## config.mk

```make
export PLATFORM = sky130hd
export DESIGN_NAME = scalar_kalman_filter_core_flat
export DESIGN_NICKNAME = d
export VERILOG_FILES = /design/src/design/skf_pkg.sv /design/src/design/skf_in_if.sv /design/src/design/skf_out_if.sv /design/src/design/skf_serial_mul.sv /design/src/design/skf_serial_div.sv /design/src/design/skf_seq.sv /design/src/design/scalar_kalman_filter_core.sv /design/src/flat_wrapper.sv
export SDC_FILE = /design/constraint.sdc
export NUM_CORES = 2
export LEC_CHECK = 0
export BUFFER_PORTS_ARGS = -buffer_cell sky130_fd_sc_hd__buf_4
export CAP_MARGIN = 20
export CORE_ASPECT_RATIO = 1.5
export CORE_MARGIN = 8
export CORE_UTILIZATION = 50
export CTS_CLUSTER_DIAMETER = 100
export DETAILED_ROUTE_END_ITERATION = 10
export GPL_ROUTABILITY_DRIVEN = 0
export PLACE_DENSITY_LB_ADDON = 0.12
export SLEW_MARGIN = 10
export SYNTH_ARGS = -nofsm -noshare
export SYNTH_HDL_FRONTEND = slang
export SYNTH_SLANG_ARGS = --single-unit
```

## constraint.sdc

```tcl
create_clock -name clk_i -period 16.7 [get_ports clk_i]
set_input_delay 2.505 -clock clk_i [delete_from_list [all_inputs] [get_ports clk_i]]
set_output_delay 2.505 -clock clk_i [all_outputs]
set_load 0.01 [all_outputs]
```

## src/design/skf_pkg.sv

```systemverilog
// shared types, constants and helper functions for the scalar kalman filter core
// no dependencies; skf_serial_mul, skf_serial_div, skf_seq and the core import this package
`timescale 1ns / 1ps

package skf_pkg;

  // fixed widths of the fixed-point fields
  localparam int unsigned DataW = 32;
  localparam int unsigned CoefW = 16;
  localparam int unsigned ProdW = 65;
  localparam int unsigned WideW = 66;
  localparam int unsigned NumW  = 55;
  localparam int unsigned DenW  = 47;
  localparam int unsigned CfgIdxW = 2;

  localparam logic signed [CoefW-1:0] ONE_Q8_8 = 16'sd256;
  localparam logic signed [WideW-1:0] ONE_Q8_24 = 66'sd16777216;
  localparam logic signed [WideW-1:0] S32_MAX_W = 66'sd2147483647;
  localparam logic signed [WideW-1:0] S32_MIN_W = -66'sd2147483648;
  localparam logic signed [WideW-1:0] U32_MAX_W = 66'sd4294967295;
  localparam logic [DataW-1:0] S32_MAX = 32'h7FFF_FFFF;
  localparam logic [DataW-1:0] S32_MIN = 32'h8000_0000;
  localparam logic [DataW-1:0] U32_MAX = 32'hFFFF_FFFF;

  // serial step counts (count runs down to zero)
  localparam logic [4:0] MUL_LAST_FULL = 5'd31;
  localparam logic [4:0] MUL_LAST_HALF = 5'd15;
  localparam logic [5:0] DIV_LAST      = 6'd54;

  typedef enum logic {
    OP_INIT    = 1'b0,
    OP_MEASURE = 1'b1
  } op_e;

  typedef enum logic [CfgIdxW-1:0] {
    CFG_PROCESS_NOISE   = 2'd0,
    CFG_MEASURE_NOISE   = 2'd1,
    CFG_COEF_TRANSITION = 2'd2,
    CFG_COEF_OBSERVE    = 2'd3
  } cfg_idx_e;

  typedef enum logic [1:0] {
    MUL_IDLE,
    MUL_RUN,
    MUL_FIX
  } mul_state_e;

  typedef enum logic {
    DIV_IDLE,
    DIV_RUN
  } div_state_e;

  typedef enum logic [2:0] {
    SEQ_IDLE,
    SEQ_MUL_ISSUE,
    SEQ_MUL_WAIT,
    SEQ_DIV_WAIT,
    SEQ_DONE
  } seq_state_e;

  // multiply steps of one measurement, in order
  typedef enum logic [3:0] {
    MS_AX,   // a * x
    MS_AA,   // a * a
    MS_AAP,  // a*a * p
    MS_HH,   // h * h
    MS_HHP,  // h*h * p1
    MS_PH,   // p1 * |h|, numerator of the gain
    MS_HX,   // h * x1
    MS_GI,   // gain * innovation
    MS_GH,   // gain * h
    MS_FP    // factor * p1
  } step_e;

  typedef struct packed {
    logic [DataW-1:0]        process_noise;
    logic [DataW-1:0]        measure_noise;
    logic signed [CoefW-1:0] coef_transition;
    logic signed [CoefW-1:0] coef_observe;
  } skf_cfg_t;

  typedef struct packed {
    logic                    op;
    logic signed [DataW-1:0] sample_value;
    logic [DataW-1:0]        init_variance;
  } skf_cmd_t;

  typedef struct packed {
    logic signed [DataW-1:0] estimate;
    logic [DataW-1:0]        variance;
    logic                    saturated;
  } skf_res_t;

  typedef struct packed {
    logic             start;
    logic [DataW-1:0] mcand;
    logic [DataW-1:0] mplier;
    logic             neg;
    logic             half;
  } mul_req_t;

  typedef struct packed {
    logic                    done;
    logic signed [ProdW-1:0] prod;
  } mul_rsp_t;

  typedef struct packed {
    logic            start;
    logic [NumW-1:0] num;
    logic [DenW-1:0] den;
  } div_req_t;

  typedef struct packed {
    logic             done;
    logic [DataW-1:0] quo;
    logic             ovf;
  } div_rsp_t;

  typedef struct packed {
    logic             hit;
    logic [DataW-1:0] val;
  } sat_t;

  function automatic logic [DataW-1:0] abs16(input logic signed [CoefW-1:0] v);
    logic signed [CoefW:0] e;
    logic signed [CoefW:0] m;
    e = 17'(v);
    m = e[CoefW] ? -e : e;
    return {15'd0, m};
  endfunction

  function automatic logic [DataW-1:0] abs32(input logic signed [DataW-1:0] v);
    logic signed [DataW:0] e;
    logic signed [DataW:0] m;
    e = 33'(v);
    m = e[DataW] ? -e : e;
    return m[DataW-1:0];
  endfunction

  function automatic sat_t sat_s32(input logic signed [WideW-1:0] v);
    sat_t r;
    if (v > S32_MAX_W) begin
      r = '{hit: 1'b1, val: S32_MAX};
    end else if (v < S32_MIN_W) begin
      r = '{hit: 1'b1, val: S32_MIN};
    end else begin
      r = '{hit: 1'b0, val: v[DataW-1:0]};
    end
    return r;
  endfunction

  function automatic sat_t sat_u32(input logic signed [WideW-1:0] v);
    sat_t r;
    if (v < 0) begin
      r = '{hit: 1'b1, val: '0};
    end else if (v > U32_MAX_W) begin
      r = '{hit: 1'b1, val: U32_MAX};
    end else begin
      r = '{hit: 1'b0, val: v[DataW-1:0]};
    end
    return r;
  endfunction

  function automatic step_e next_step(input step_e s);
    step_e n;
    unique case (s)
      MS_AX:   n = MS_AA;
      MS_AA:   n = MS_AAP;
      MS_AAP:  n = MS_HH;
      MS_HH:   n = MS_HHP;
      MS_HHP:  n = MS_PH;
      MS_PH:   n = MS_HX;
      MS_HX:   n = MS_GI;
      MS_GI:   n = MS_GH;
      MS_GH:   n = MS_FP;
      MS_FP:   n = MS_AX;
      default: n = MS_AX;
    endcase
    return n;
  endfunction

endpackage

```

## src/design/skf_in_if.sv

```systemverilog
// sample channel: valid/ready handshake with op, sample value and initial variance
// no dependencies
`timescale 1ns / 1ps

interface skf_in_if;
  logic        valid;
  logic        ready;
  logic        op;
  logic signed [31:0] sample_value;
  logic [31:0] init_variance;

  modport source (output valid, op, sample_value, init_variance, input ready);
  modport sink   (input valid, op, sample_value, init_variance, output ready);
endinterface

```

## src/design/skf_out_if.sv

```systemverilog
// result channel: valid/ready handshake with estimate, variance and clamp flag
// no dependencies
`timescale 1ns / 1ps

interface skf_out_if;
  logic        valid;
  logic        ready;
  logic signed [31:0] estimate;
  logic [31:0] variance;
  logic        saturated;

  modport source (output valid, estimate, variance, saturated, input ready);
  modport sink   (input valid, estimate, variance, saturated, output ready);
endinterface

```

## src/design/skf_serial_mul.sv

```systemverilog
// bit-serial sign-magnitude multiplier, one multiplier bit per cycle
// depends on skf_pkg
`timescale 1ns / 1ps

module skf_serial_mul (
  input  logic              clk_i,
  input  logic              rst_ni,
  input  skf_pkg::mul_req_t req_i,
  output skf_pkg::mul_rsp_t rsp_o
);
  import skf_pkg::*;

  mul_state_e state_q, state_d;
  logic load, step, fix;

  logic [2*DataW-1:0] acc_q;
  logic [DataW-1:0]   mcand_q, mplier_q;
  logic               neg_q, half_q;
  logic [4:0]         cnt_q;
  logic [DataW:0]     sum;
  logic [2*DataW-1:0] mag;
  logic signed [ProdW-1:0] prod_q;
  logic               done_q;

  always_comb begin
    state_d = state_q;
    unique case (state_q)
      MUL_IDLE: if (req_i.start) state_d = MUL_RUN;
      MUL_RUN:  if (cnt_q == '0) state_d = MUL_FIX;
      MUL_FIX:  state_d = MUL_IDLE;
      default:  state_d = MUL_IDLE;
    endcase
  end

  always_comb begin
    load = 1'b0;
    step = 1'b0;
    fix  = 1'b0;
    unique case (state_q)
      MUL_IDLE: load = req_i.start;
      MUL_RUN:  step = 1'b1;
      MUL_FIX:  fix  = 1'b1;
      default: ;
    endcase
  end

  // add the multiplicand into the upper half, then shift the whole accumulator right
  assign sum = {1'b0, acc_q[2*DataW-1:DataW]} + (mplier_q[0] ? {1'b0, mcand_q} : 33'd0);
  // a 16-bit multiplier leaves the product 16 places high
  assign mag = half_q ? {16'd0, acc_q[2*DataW-1:16]} : acc_q;

  always_ff @(posedge clk_i or negedge rst_ni) begin
    if (!rst_ni) begin
      state_q <= MUL_IDLE;
      cnt_q   <= '0;
      done_q  <= 1'b0;
    end else begin
      state_q <= state_d;
      done_q  <= fix;
      if (load) begin
        cnt_q <= req_i.half ? MUL_LAST_HALF : MUL_LAST_FULL;
      end else if (step) begin
        cnt_q <= cnt_q - 5'd1;
      end
    end
  end

  always_ff @(posedge clk_i) begin
    if (load) begin
      acc_q    <= '0;
      mcand_q  <= req_i.mcand;
      mplier_q <= req_i.mplier;
      neg_q    <= req_i.neg;
      half_q   <= req_i.half;
    end else if (step) begin
      acc_q    <= {sum, acc_q[DataW-1:1]};
      mplier_q <= {1'b0, mplier_q[DataW-1:1]};
    end
    if (fix) begin
      prod_q <= neg_q ? -$signed({1'b0, mag}) : $signed({1'b0, mag});
    end
  end

  assign rsp_o.done = done_q;
  assign rsp_o.prod = prod_q;

endmodule

```

## src/design/skf_serial_div.sv

```systemverilog
// restoring divider, one quotient bit per cycle, 32-bit quotient with overflow flag
// depends on skf_pkg
`timescale 1ns / 1ps

module skf_serial_div (
  input  logic              clk_i,
  input  logic              rst_ni,
  input  skf_pkg::div_req_t req_i,
  output skf_pkg::div_rsp_t rsp_o
);
  import skf_pkg::*;

  div_state_e state_q, state_d;
  logic load, step;

  logic [NumW-1:0]  num_q;
  logic [DenW-1:0]  den_q;
  logic [DenW-1:0]  rem_q;
  logic [DataW-1:0] quo_q;
  logic             ovf_q;
  logic [5:0]       cnt_q;
  logic             done_q;
  logic [DenW:0]    rem_sh;
  logic [DenW+1:0]  diff;
  logic             ge;

  always_comb begin
    state_d = state_q;
    unique case (state_q)
      DIV_IDLE: if (req_i.start) state_d = DIV_RUN;
      DIV_RUN:  if (cnt_q == '0) state_d = DIV_IDLE;
      default:  state_d = DIV_IDLE;
    endcase
  end

  always_comb begin
    load = 1'b0;
    step = 1'b0;
    unique case (state_q)
      DIV_IDLE: load = req_i.start;
      DIV_RUN:  step = 1'b1;
      default: ;
    endcase
  end

  assign rem_sh = {rem_q, num_q[NumW-1]};
  assign diff   = {1'b0, rem_sh} - {2'b00, den_q};
  assign ge     = ~diff[DenW+1];

  always_ff @(posedge clk_i or negedge rst_ni) begin
    if (!rst_ni) begin
      state_q <= DIV_IDLE;
      cnt_q   <= '0;
      done_q  <= 1'b0;
    end else begin
      state_q <= state_d;
      done_q  <= step && (cnt_q == '0);
      if (load) begin
        cnt_q <= DIV_LAST;
      end else if (step) begin
        cnt_q <= cnt_q - 6'd1;
      end
    end
  end

  always_ff @(posedge clk_i) begin
    if (load) begin
      num_q <= req_i.num;
      den_q <= req_i.den;
      rem_q <= '0;
      quo_q <= '0;
      ovf_q <= 1'b0;
    end else if (step) begin
      num_q <= {num_q[NumW-2:0], 1'b0};
      rem_q <= ge ? diff[DenW-1:0] : rem_sh[DenW-1:0];
      quo_q <= {quo_q[DataW-2:0], ge};
      // any quotient bit pushed out the top means the gain is out of range
      ovf_q <= ovf_q | quo_q[DataW-1];
    end
  end

  assign rsp_o.done = done_q;
  assign rsp_o.quo  = quo_q;
  assign rsp_o.ovf  = ovf_q;

endmodule

```

## src/design/skf_seq.sv

```systemverilog
// step sequencer and datapath: holds the filter state, drives the serial
// multiplier and divider and applies shifts and clamps; depends on skf_pkg
`timescale 1ns / 1ps

module skf_seq (
  input  logic              clk_i,
  input  logic              rst_ni,
  input  logic              start_i,
  input  skf_pkg::skf_cmd_t cmd_i,
  input  skf_pkg::skf_cfg_t cfg_i,
  input  logic              res_ready_i,
  output logic              idle_o,
  output logic              res_valid_o,
  output skf_pkg::skf_res_t res_o
);
  import skf_pkg::*;

  seq_state_e state_q, state_d;
  step_e      step_q, step_d;

  mul_req_t mul_req;
  mul_rsp_t mul_rsp;
  div_req_t div_req;
  div_rsp_t div_rsp;

  logic signed [DataW-1:0] x_q, z_q, x1_q, gain_q, innov_q, fac_q;
  logic [DataW-1:0]        p_q, p1_q, tmp_q;
  logic [DenW-1:0]         den_q;
  logic                    sat_q;
  logic                    den_nz;
  logic                    mul_wb, div_wb;

  logic signed [ProdW-1:0] prod;
  logic signed [WideW-1:0] prod_w, prod_sh8, prod_sh16;
  logic signed [WideW-1:0] aap_sum, hhp_sum, hx_diff, gi_sum, gh_shift;
  sat_t ax_s, aap_s, hx_s, gi_s, gh_s, fp_s, gain_s;
  logic wb_hit;

  logic signed [CoefW-1:0] coef_a, coef_h;

  assign coef_a = cfg_i.coef_transition;
  assign coef_h = cfg_i.coef_observe;
  assign den_nz = |den_q;
  assign mul_wb = (state_q == SEQ_MUL_WAIT) && mul_rsp.done;
  assign div_wb = (state_q == SEQ_DIV_WAIT) && div_rsp.done;

  skf_serial_mul u_mul (
    .clk_i  (clk_i),
    .rst_ni (rst_ni),
    .req_i  (mul_req),
    .rsp_o  (mul_rsp)
  );

  skf_serial_div u_div (
    .clk_i  (clk_i),
    .rst_ni (rst_ni),
    .req_i  (div_req),
    .rsp_o  (div_rsp)
  );

  // next state
  always_comb begin
    state_d = state_q;
    step_d  = step_q;
    unique case (state_q)
      SEQ_IDLE: begin
        if (start_i) begin
          state_d = (cmd_i.op == OP_MEASURE) ? SEQ_MUL_ISSUE : SEQ_DONE;
          step_d  = MS_AX;
        end
      end
      SEQ_MUL_ISSUE: state_d = SEQ_MUL_WAIT;
      SEQ_MUL_WAIT: begin
        if (mul_rsp.done) begin
          if (step_q == MS_FP) begin
            state_d = SEQ_DONE;
          end else if (step_q == MS_PH && den_nz) begin
            state_d = SEQ_DIV_WAIT;
          end else begin
            state_d = SEQ_MUL_ISSUE;
            step_d  = next_step(step_q);
          end
        end
      end
      SEQ_DIV_WAIT: begin
        if (div_rsp.done) begin
          state_d = SEQ_MUL_ISSUE;
          step_d  = next_step(step_q);
        end
      end
      SEQ_DONE: if (res_ready_i) state_d = SEQ_IDLE;
      default: state_d = SEQ_IDLE;
    endcase
  end

  // outputs: unit requests and handshake
  always_comb begin
    mul_req       = '0;
    mul_req.start = (state_q == SEQ_MUL_ISSUE);
    unique case (step_q)
      MS_AX: begin
        mul_req.mcand  = abs32(x_q);
        mul_req.mplier = abs16(coef_a);
        mul_req.neg    = x_q[DataW-1] ^ coef_a[CoefW-1];
        mul_req.half   = 1'b1;
      end
      MS_AA: begin
        mul_req.mcand  = abs16(coef_a);
        mul_req.mplier = abs16(coef_a);
        mul_req.half   = 1'b1;
      end
      MS_AAP: begin
        mul_req.mcand  = p_q;
        mul_req.mplier = tmp_q;
      end
      MS_HH: begin
        mul_req.mcand  = abs16(coef_h);
        mul_req.mplier = abs16(coef_h);
        mul_req.half   = 1'b1;
      end
      MS_HHP: begin
        mul_req.mcand  = p1_q;
        mul_req.mplier = tmp_q;
      end
      MS_PH: begin
        mul_req.mcand  = p1_q;
        mul_req.mplier = abs16(coef_h);
        mul_req.half   = 1'b1;
      end
      MS_HX: begin
        mul_req.mcand  = abs32(x1_q);
        mul_req.mplier = abs16(coef_h);
        mul_req.neg    = x1_q[DataW-1] ^ coef_h[CoefW-1];
        mul_req.half   = 1'b1;
      end
      MS_GI: begin
        mul_req.mcand  = abs32(gain_q);
        mul_req.mplier = abs32(innov_q);
        mul_req.neg    = gain_q[DataW-1] ^ innov_q[DataW-1];
      end
      MS_GH: begin
        mul_req.mcand  = abs32(gain_q);
        mul_req.mplier = abs16(coef_h);
        mul_req.neg    = gain_q[DataW-1] ^ coef_h[CoefW-1];
        mul_req.half   = 1'b1;
      end
      MS_FP: begin
        mul_req.mcand  = abs32(fac_q);
        mul_req.mplier = p1_q;
        mul_req.neg    = fac_q[DataW-1];
      end
      default: ;
    endcase

    // numerator is p1 * |h| * 256; the sign of h is applied to the quotient
    div_req.start = mul_wb && (step_q == MS_PH) && den_nz;
    div_req.num   = {mul_rsp.prod[DenW-1:0], 8'd0};
    div_req.den   = den_q;

    idle_o      = (state_q == SEQ_IDLE);
    res_valid_o = (state_q == SEQ_DONE);
  end

  // shifts, sums and clamps on the registered product
  always_comb begin
    prod      = mul_rsp.prod;
    prod_w    = 66'(prod);
    prod_sh8  = prod_w >>> 8;
    prod_sh16 = prod_w >>> 16;
    aap_sum   = prod_sh16 + $signed({34'd0, cfg_i.process_noise});
    hhp_sum   = prod_sh16 + $signed({34'd0, cfg_i.measure_noise});
    hx_diff   = 66'(z_q) - prod_sh8;
    gi_sum    = 66'(x1_q) + prod_sh16;
    gh_shift  = (ONE_Q8_24 - prod_w) >>> 8;

    ax_s  = sat_s32(prod_sh8);
    aap_s = sat_u32(aap_sum);
    hx_s  = sat_s32(hx_diff);
    gi_s  = sat_s32(gi_sum);
    gh_s  = sat_s32(gh_shift);
    fp_s  = sat_u32(prod_sh16);

    unique case (step_q)
      MS_AX:   wb_hit = ax_s.hit;
      MS_AAP:  wb_hit = aap_s.hit;
      MS_HX:   wb_hit = hx_s.hit;
      MS_GI:   wb_hit = gi_s.hit;
      MS_GH:   wb_hit = gh_s.hit;
      MS_FP:   wb_hit = fp_s.hit;
      default: wb_hit = 1'b0;
    endcase

    // gain from the quotient magnitude, truncated toward zero
    if (coef_h[CoefW-1]) begin
      gain_s.hit = div_rsp.ovf | (div_rsp.quo[DataW-1] & (|div_rsp.quo[DataW-2:0]));
      gain_s.val = gain_s.hit ? S32_MIN : -div_rsp.quo;
    end else begin
      gain_s.hit = div_rsp.ovf | div_rsp.quo[DataW-1];
      gain_s.val = gain_s.hit ? S32_MAX : div_rsp.quo;
    end
  end

  always_ff @(posedge clk_i or negedge rst_ni) begin
    if (!rst_ni) begin
      state_q <= SEQ_IDLE;
      step_q  <= MS_AX;
      sat_q   <= 1'b0;
      x_q     <= '0;
      p_q     <= '0;
    end else begin
      state_q <= state_d;
      step_q  <= step_d;
      if (state_q == SEQ_IDLE && start_i) begin
        sat_q <= 1'b0;
        if (cmd_i.op == OP_INIT) begin
          x_q <= cmd_i.sample_value;
          p_q <= cmd_i.init_variance;
        end
      end
      if (mul_wb) begin
        sat_q <= sat_q | wb_hit;
        if (step_q == MS_GI) x_q <= gi_s.val;
        if (step_q == MS_FP) p_q <= fp_s.val;
      end
      if (div_wb) begin
        sat_q <= sat_q | gain_s.hit;
      end
    end
  end

  always_ff @(posedge clk_i) begin
    if (state_q == SEQ_IDLE && start_i) begin
      z_q <= cmd_i.sample_value;
    end
    if (mul_wb) begin
      unique case (step_q)
        MS_AX:         x1_q    <= ax_s.val;
        MS_AA, MS_HH:  tmp_q   <= prod[DataW-1:0];
        MS_AAP:        p1_q    <= aap_s.val;
        MS_HHP:        den_q   <= hhp_sum[DenW-1:0];
        MS_PH:         if (!den_nz) gain_q <= '0;
        MS_HX:         innov_q <= hx_s.val;
        MS_GH:         fac_q   <= gh_s.val;
        default: ;
      endcase
    end
    if (div_wb) begin
      gain_q <= gain_s.val;
    end
  end

  assign res_o.estimate  = x_q;
  assign res_o.variance  = p_q;
  assign res_o.saturated = sat_q;

endmodule

```

## src/design/scalar_kalman_filter_core.sv

```systemverilog
// top level of the scalar kalman filter: configuration registers, input
// handshake and output register; depends on skf_pkg, skf_in_if, skf_out_if, skf_seq
`timescale 1ns / 1ps

// usage
//   smp_i is the sample channel: op 0 loads the estimate and variance from
//   sample_value and init_variance and sets both coefficients back to one;
//   op 1 runs one predict and update step with sample_value as the measurement.
//   res_o returns one transaction per sample transaction: the estimate and
//   variance that now stand and a flag that is set when any value was clamped.
//   cfg_we_i/cfg_idx_i/cfg_wdata_i write q, r, the transition coefficient and
//   the observation coefficient (indexes 0 to 3); coefficients take data bits 15:0.
// flow
//   an init transaction passes through the sequencer's done state and then the
//   output register on its way to res_o. a measurement runs ten serial multiplies,
//   each on a 16-bit or a 32-bit multiplier, plus the bit-serial restoring divider
//   for the gain, which is skipped when the gain denominator is zero.
//   the sequencer works on one transaction at a time; smp_i.ready is high while
//   it is idle, also while a finished result still sits in the output register.
// reset
//   rst_ni clears the estimate and variance to zero, loads q = 655, r = 65536
//   and both coefficients to one, and empties the output register.
// stall
//   while res_o is stalled the result is held; the next transaction is taken
//   and computed, and it waits in the sequencer until the output register frees.
module scalar_kalman_filter_core (
  input  logic                         clk_i,
  input  logic                         rst_ni,
  skf_in_if.sink                       smp_i,
  skf_out_if.source                    res_o,
  input  logic                         cfg_we_i,
  input  logic [skf_pkg::CfgIdxW-1:0]  cfg_idx_i,
  input  logic [skf_pkg::DataW-1:0]    cfg_wdata_i
);
  import skf_pkg::*;

  skf_cfg_t cfg_q;
  skf_cmd_t cmd;
  skf_res_t seq_res;
  skf_res_t out_res_q;
  logic     out_valid_q;
  logic     seq_idle;
  logic     seq_res_valid;
  logic     seq_res_ready;
  logic     accept;

  // a sample transaction is taken whenever the sequencer is idle
  assign smp_i.ready = seq_idle;
  assign accept      = smp_i.valid & smp_i.ready;

  always_comb begin
    cmd.op            = smp_i.op;
    cmd.sample_value  = smp_i.sample_value;
    cmd.init_variance = smp_i.init_variance;
  end

  // configuration registers; an init transaction restores unit coefficients
  always_ff @(posedge clk_i or negedge rst_ni) begin
    if (!rst_ni) begin
      cfg_q.process_noise   <= 32'd655;
      cfg_q.measure_noise   <= 32'd65536;
      cfg_q.coef_transition <= ONE_Q8_8;
      cfg_q.coef_observe    <= ONE_Q8_8;
    end else begin
      if (cfg_we_i) begin
        unique case (cfg_idx_e'(cfg_idx_i))
          CFG_PROCESS_NOISE:   cfg_q.process_noise   <= cfg_wdata_i;
          CFG_MEASURE_NOISE:   cfg_q.measure_noise   <= cfg_wdata_i;
          CFG_COEF_TRANSITION: cfg_q.coef_transition <= $signed(cfg_wdata_i[CoefW-1:0]);
          CFG_COEF_OBSERVE:    cfg_q.coef_observe    <= $signed(cfg_wdata_i[CoefW-1:0]);
        endcase
      end
      if (accept && smp_i.op == OP_INIT) begin
        cfg_q.coef_transition <= ONE_Q8_8;
        cfg_q.coef_observe    <= ONE_Q8_8;
      end
    end
  end

  skf_seq u_seq (
    .clk_i       (clk_i),
    .rst_ni      (rst_ni),
    .start_i     (accept),
    .cmd_i       (cmd),
    .cfg_i       (cfg_q),
    .res_ready_i (seq_res_ready),
    .idle_o      (seq_idle),
    .res_valid_o (seq_res_valid),
    .res_o       (seq_res)
  );

  // output register: the sequencer hands over when the slot is empty or draining
  assign seq_res_ready = ~out_valid_q | res_o.ready;

  always_ff @(posedge clk_i or negedge rst_ni) begin
    if (!rst_ni) begin
      out_valid_q <= 1'b0;
    end else if (seq_res_valid && seq_res_ready) begin
      out_valid_q <= 1'b1;
    end else if (res_o.ready) begin
      out_valid_q <= 1'b0;
    end
  end

  always_ff @(posedge clk_i) begin
    if (seq_res_valid && seq_res_ready) begin
      out_res_q <= seq_res;
    end
  end

  assign res_o.valid     = out_valid_q;
  assign res_o.estimate  = out_res_q.estimate;
  assign res_o.variance  = out_res_q.variance;
  assign res_o.saturated = out_res_q.saturated;

endmodule

```

## src/flat_wrapper.sv

```systemverilog
// flat-port wrapper written by rule: the top's interface ports become plain ports
module scalar_kalman_filter_core_flat import skf_pkg::*;
  (clk_i, rst_ni, cfg_we_i, cfg_idx_i, cfg_wdata_i, smp_i_valid, smp_i_op, smp_i_sample_value, smp_i_init_variance, smp_i_ready, res_o_valid, res_o_estimate, res_o_variance, res_o_saturated, res_o_ready);
  skf_in_if smp_i_i ();
  skf_out_if res_o_i ();
  input  logic clk_i;
  input  logic rst_ni;
  input  logic cfg_we_i;
  input  logic [skf_pkg::CfgIdxW-1:0] cfg_idx_i;
  input  logic [skf_pkg::DataW-1:0] cfg_wdata_i;
  input wire logic [$bits(smp_i_i.valid)-1:0] smp_i_valid;
  input wire logic [$bits(smp_i_i.op)-1:0] smp_i_op;
  input wire logic [$bits(smp_i_i.sample_value)-1:0] smp_i_sample_value;
  input wire logic [$bits(smp_i_i.init_variance)-1:0] smp_i_init_variance;
  output wire logic [$bits(smp_i_i.ready)-1:0] smp_i_ready;
  output wire logic [$bits(res_o_i.valid)-1:0] res_o_valid;
  output wire logic [$bits(res_o_i.estimate)-1:0] res_o_estimate;
  output wire logic [$bits(res_o_i.variance)-1:0] res_o_variance;
  output wire logic [$bits(res_o_i.saturated)-1:0] res_o_saturated;
  input wire logic [$bits(res_o_i.ready)-1:0] res_o_ready;
  assign smp_i_i.valid = smp_i_valid;
  assign smp_i_i.op = smp_i_op;
  assign smp_i_i.sample_value = smp_i_sample_value;
  assign smp_i_i.init_variance = smp_i_init_variance;
  assign smp_i_ready = smp_i_i.ready;
  assign res_o_valid = res_o_i.valid;
  assign res_o_estimate = res_o_i.estimate;
  assign res_o_variance = res_o_i.variance;
  assign res_o_saturated = res_o_i.saturated;
  assign res_o_i.ready = res_o_ready;
  scalar_kalman_filter_core u_core (.clk_i(clk_i), .rst_ni(rst_ni), .smp_i(smp_i_i), .res_o(res_o_i), .cfg_we_i(cfg_we_i), .cfg_idx_i(cfg_idx_i), .cfg_wdata_i(cfg_wdata_i));
endmodule
```

==> results.txt <==
Worst path arrival time = 7190 ps
Most frequent cells in the layout = 904 x nand2_1, 561 x edfxtp_1, 479 x o21ai_0
XOR/XNOR Fraction of Synth Area = 7.534%
Global Route Usage Sum = 34.73%
Initial Util = 50.30%
DP Area = 0.05946 mm2
Placeable Area = 0.1128 mm2
Ys async rst share = 20.79%
Root Buffer = clkbuf_16
Die width = 291.0 um
Num ports = 171
Final critical-path required period = 6729 ps
Sw frac = 41.86%
DRT Pass-1 Iters = 11
Skew-Pair Late Insertion Delay = 730 ps
Largest net degree at the start of global routing = 88
Setup TNS = 0 ps
Die height = 428.5 um
Crit-path leading delay family = simple AND/OR/NAND/NOR gates
Fraction of layout cells with a size suffix above 1 = 10.21%
Crit share post-route = 40.29%
Final Instance Area = 0.06285 mm2
Ys Warns = 0
H-Tree Depth = 3
Max-Slew Margin vs Limit = 16.61%
# DRC = 8
Hold Violations, Final = 0
Final setup fails = 0
Initial DRC count = 6035
Maximum VDD drop = 0.0001673 V
Pleak = 24.61 nW
Overall Power = 0.009021 W
Mean post-synth cell area = 9.303 um2
Synth Net Count = 6475
Vias in the first global route = 48210
Startpoint types = flip-flop
Clock Path Buffers = 3
NetSw = 0.003776 W
Hold_buf cts = 0
Max Clock Freq = 148.6 MHz
Power Dens Cells = 143.6 mW/mm2
Routed vias = 50850
CTS clk-pin slew, worst paths = 70 ps
Detailed Route WL = 225300 um
Max-slew violations = 0
Post-DRT Antenna Nets = 0
R2R Path Start = u_core.u_seq.u_mul.prod_q[17]
Crit-path cells = inv_1 > ha_1 > a21o_1 > a21o_1 > a221o_1 > a2111oi_0 > o31a_1 > xnor2_1 > or3_1 > nor4_1 > nand4_1 > or4_1 > nor4_1 > nor2_2 > buf_4 > or2_2
Hold path start = u_core.u_seq.den_q[9]
Post-synthesis sequential area ratio = 42.96%
Max incr delay on CP = 950 ps
# Post-CTS Setup Buffers = 0
Overflow left after global routing = 0
Wire per inst = 29.27 um
FF-to-FF path depth = 16
Worst-Margin Slew = 1251 ps
Post-layout net count = 6525
Setup crit end kind = flip-flop
Seq pwr share = 36.6%
Violated checks = DRC
Number of buffers and inverters on the critical path = 2
Crit. path cell count = 16
Setup ws final = 9971 ps
Yosys reg bits = 890
Critical Path Start = u_core.u_seq.u_mul.prod_q[17]
CTS tree = done
Worst setup path class = flip-flop to flip-flop
Synth Area in Simple Gates = 16.45%
Synth cell types = 94
Flop-to-flop setup slack = 9970 ps
Max Cap Violations = 0
Largest family of logic cells by synthesized area = compound AO/OA/AOI/OAI gates
Commonest non-fill, non-tap cell in the layout = nand2_1
RSZ-0062 raised after global routing = false
Post-synthesis mux area share = 4.129%
CP max-delay cell = a2111oi_0
Internal power = 0.005245 W
Antenna violations before repair = 22
Synthesized instance count = 6098
Req. time, crit path = 17170 ps
Die ar. = 0.1247 mm2
Power share of the combinational group = 38.6%
Synth Cell Area = 0.05673 mm2
# resized after CTS = 0
Dpl ws = 10390 ps
EDFF count, synth = 561
Compound-cell area share of the yosys netlist = 19.42%
Row count = 151
Clock Sinks = 890
Clock share of power = 24.8%
Final core occ = 55.72%
CTS Buf Count = 91
Status = finished with violations
Worst setup endpoint = u_core.u_seq.innov_q[0]
Max Clock Skew = 30.58 ps
Ys flop type = edfxtp_1
Port Buffer Count = 170
DPL Wire Length = 170600 um
RR Endpoint = u_core.u_seq.innov_q[0]
First-pass GRT wire length = 323200 um
Via density = 6.605
Layout area overhead = 10.78%
Post-Synth Adder-Cell Area = 6.100%
CP max FO = 31
Min-delay worst type = flip-flop to flip-flop
[synthesized netlist by cell type, types with 71 or more instances]
cell type / instances / share of area [%]
a21o_1: 143 / 1.9
nor2_1: 316 / 2.1
dfrtp_1: 176 / 7.8
a21oi_1: 424 / 3.7
a31oi_1: 76 / 0.84
inv_1: 204 / 1.3
edfxtp_1: 561 / 30
xor2_1: 192 / 3.0
nand4_1: 71 / 0.78
clkbuf_1: 272 / 1.8
o21a_1: 80 / 1.1
dfxtp_1: 144 / 5.1
o31ai_1: 76 / 1.0
xnor2_1: 296 / 4.6
nor3_1: 105 / 0.93
mux2i_1: 99 / 1.7
nand2_1: 906 / 6.0
o21ai_0: 480 / 4.2
ha_1: 267 / 5.9
mux2_2: 120 / 2.4
nand3_1: 120 / 1.1
[cell families (layout without fill, tap and decap cells)]
group	Yosys count	in the layout
AND/OR/NAND/NOR	1986	1986
AO/OA/AOI/OAI	1729	1729
flip-flops	890	890
buffers and inverters	513	642
XOR/XNOR	488	488
adder cells (fa/ha/maj)	273	273
multiplexers	219	219
other	0	18
[routing by layer]
layer	share of wire [%]	global-route usage [%]
met1	34	39.33
met2	45	55.13
met3	10	8.361
met4	10	29.18
met5	0.022	0.2709
[worst min-delay path by stage]
stage	to	cells past startpoint	slack [ps]
global route	u_core.u_seq.u_div.den_q[27]	0	460
finish	u_core.u_seq.u_div.den_q[9]	0	430
CTS	u_core.u_seq.u_div.den_q[9]	0	450
global placement	u_core.u_seq.u_div.den_q[27]	0	430
floorplan	u_core.u_seq.u_div.den_q[10]	0	430
detailed placement	u_core.u_seq.u_div.den_q[27]	0	440
[state kept, by name (all words and copies together) (netlist names), 47 cells and up]
register and flops:
u_core.u_seq.u_div.rem_q 47, u_core.u_seq.u_div.den_q 47, u_core.u_seq.u_mul.prod_q 65, u_core.u_seq.den_q 47
u_core.u_seq.u_mul.acc_q 64, u_core.u_seq.u_div.num_q 47, u_core.cfg_q 96
[worst register-to-register path: stages, from the launching register on]
cell       delay (ps)
edfxtp_1          830
inv_1             540
ha_1              520
a21o_1            230
a21o_1            190
a221o_1           380
a2111oi_0         950
o31a_1            230
xnor2_1            90
or3_1             360
nor4_1            210
nand4_1           130
or4_1             420
nor4_1            750
nor2_2             40
buf_4             270
or2_2             350
[power groups by stage]
stage / clock, W / sequential, W / combinational [W]
6_report: 0.00223 / 0.00330 / 0.00348
5_1_grt: 0.00233 / 0.00332 / 0.00368
4_1_cts: 0.00225 / 0.00327 / 0.00332
3_5_place_dp: 0 / 0.00331 / 0.00330
3_3_place_gp: 0 / 0.00331 / 0.00327
2_1_floorplan: 0 / 0.00306 / 0.00216
[final cells by class]
class	instances	area, um2
clock buffers	109	2415
diodes	18	45.04
repair buffers	263	2043
well taps	1453	1818
fillers	10020	49950
flip-flops and latches	890	24370
multi-input cells	4695	30560
clock inverters	63	818.3
inverters	207	777.0
[stage by stage]
step / instances / hold slack, ps
after floorplan: 6098 / 426.8
after global placement: 7501 / 434.2
after detailed placement: 7503 / 435.7
after CTS: 7675 / 449.0
after global routing: 7682 / 456.8
final: 7698 / 434.9
Power figures use the tool's default switching activity.
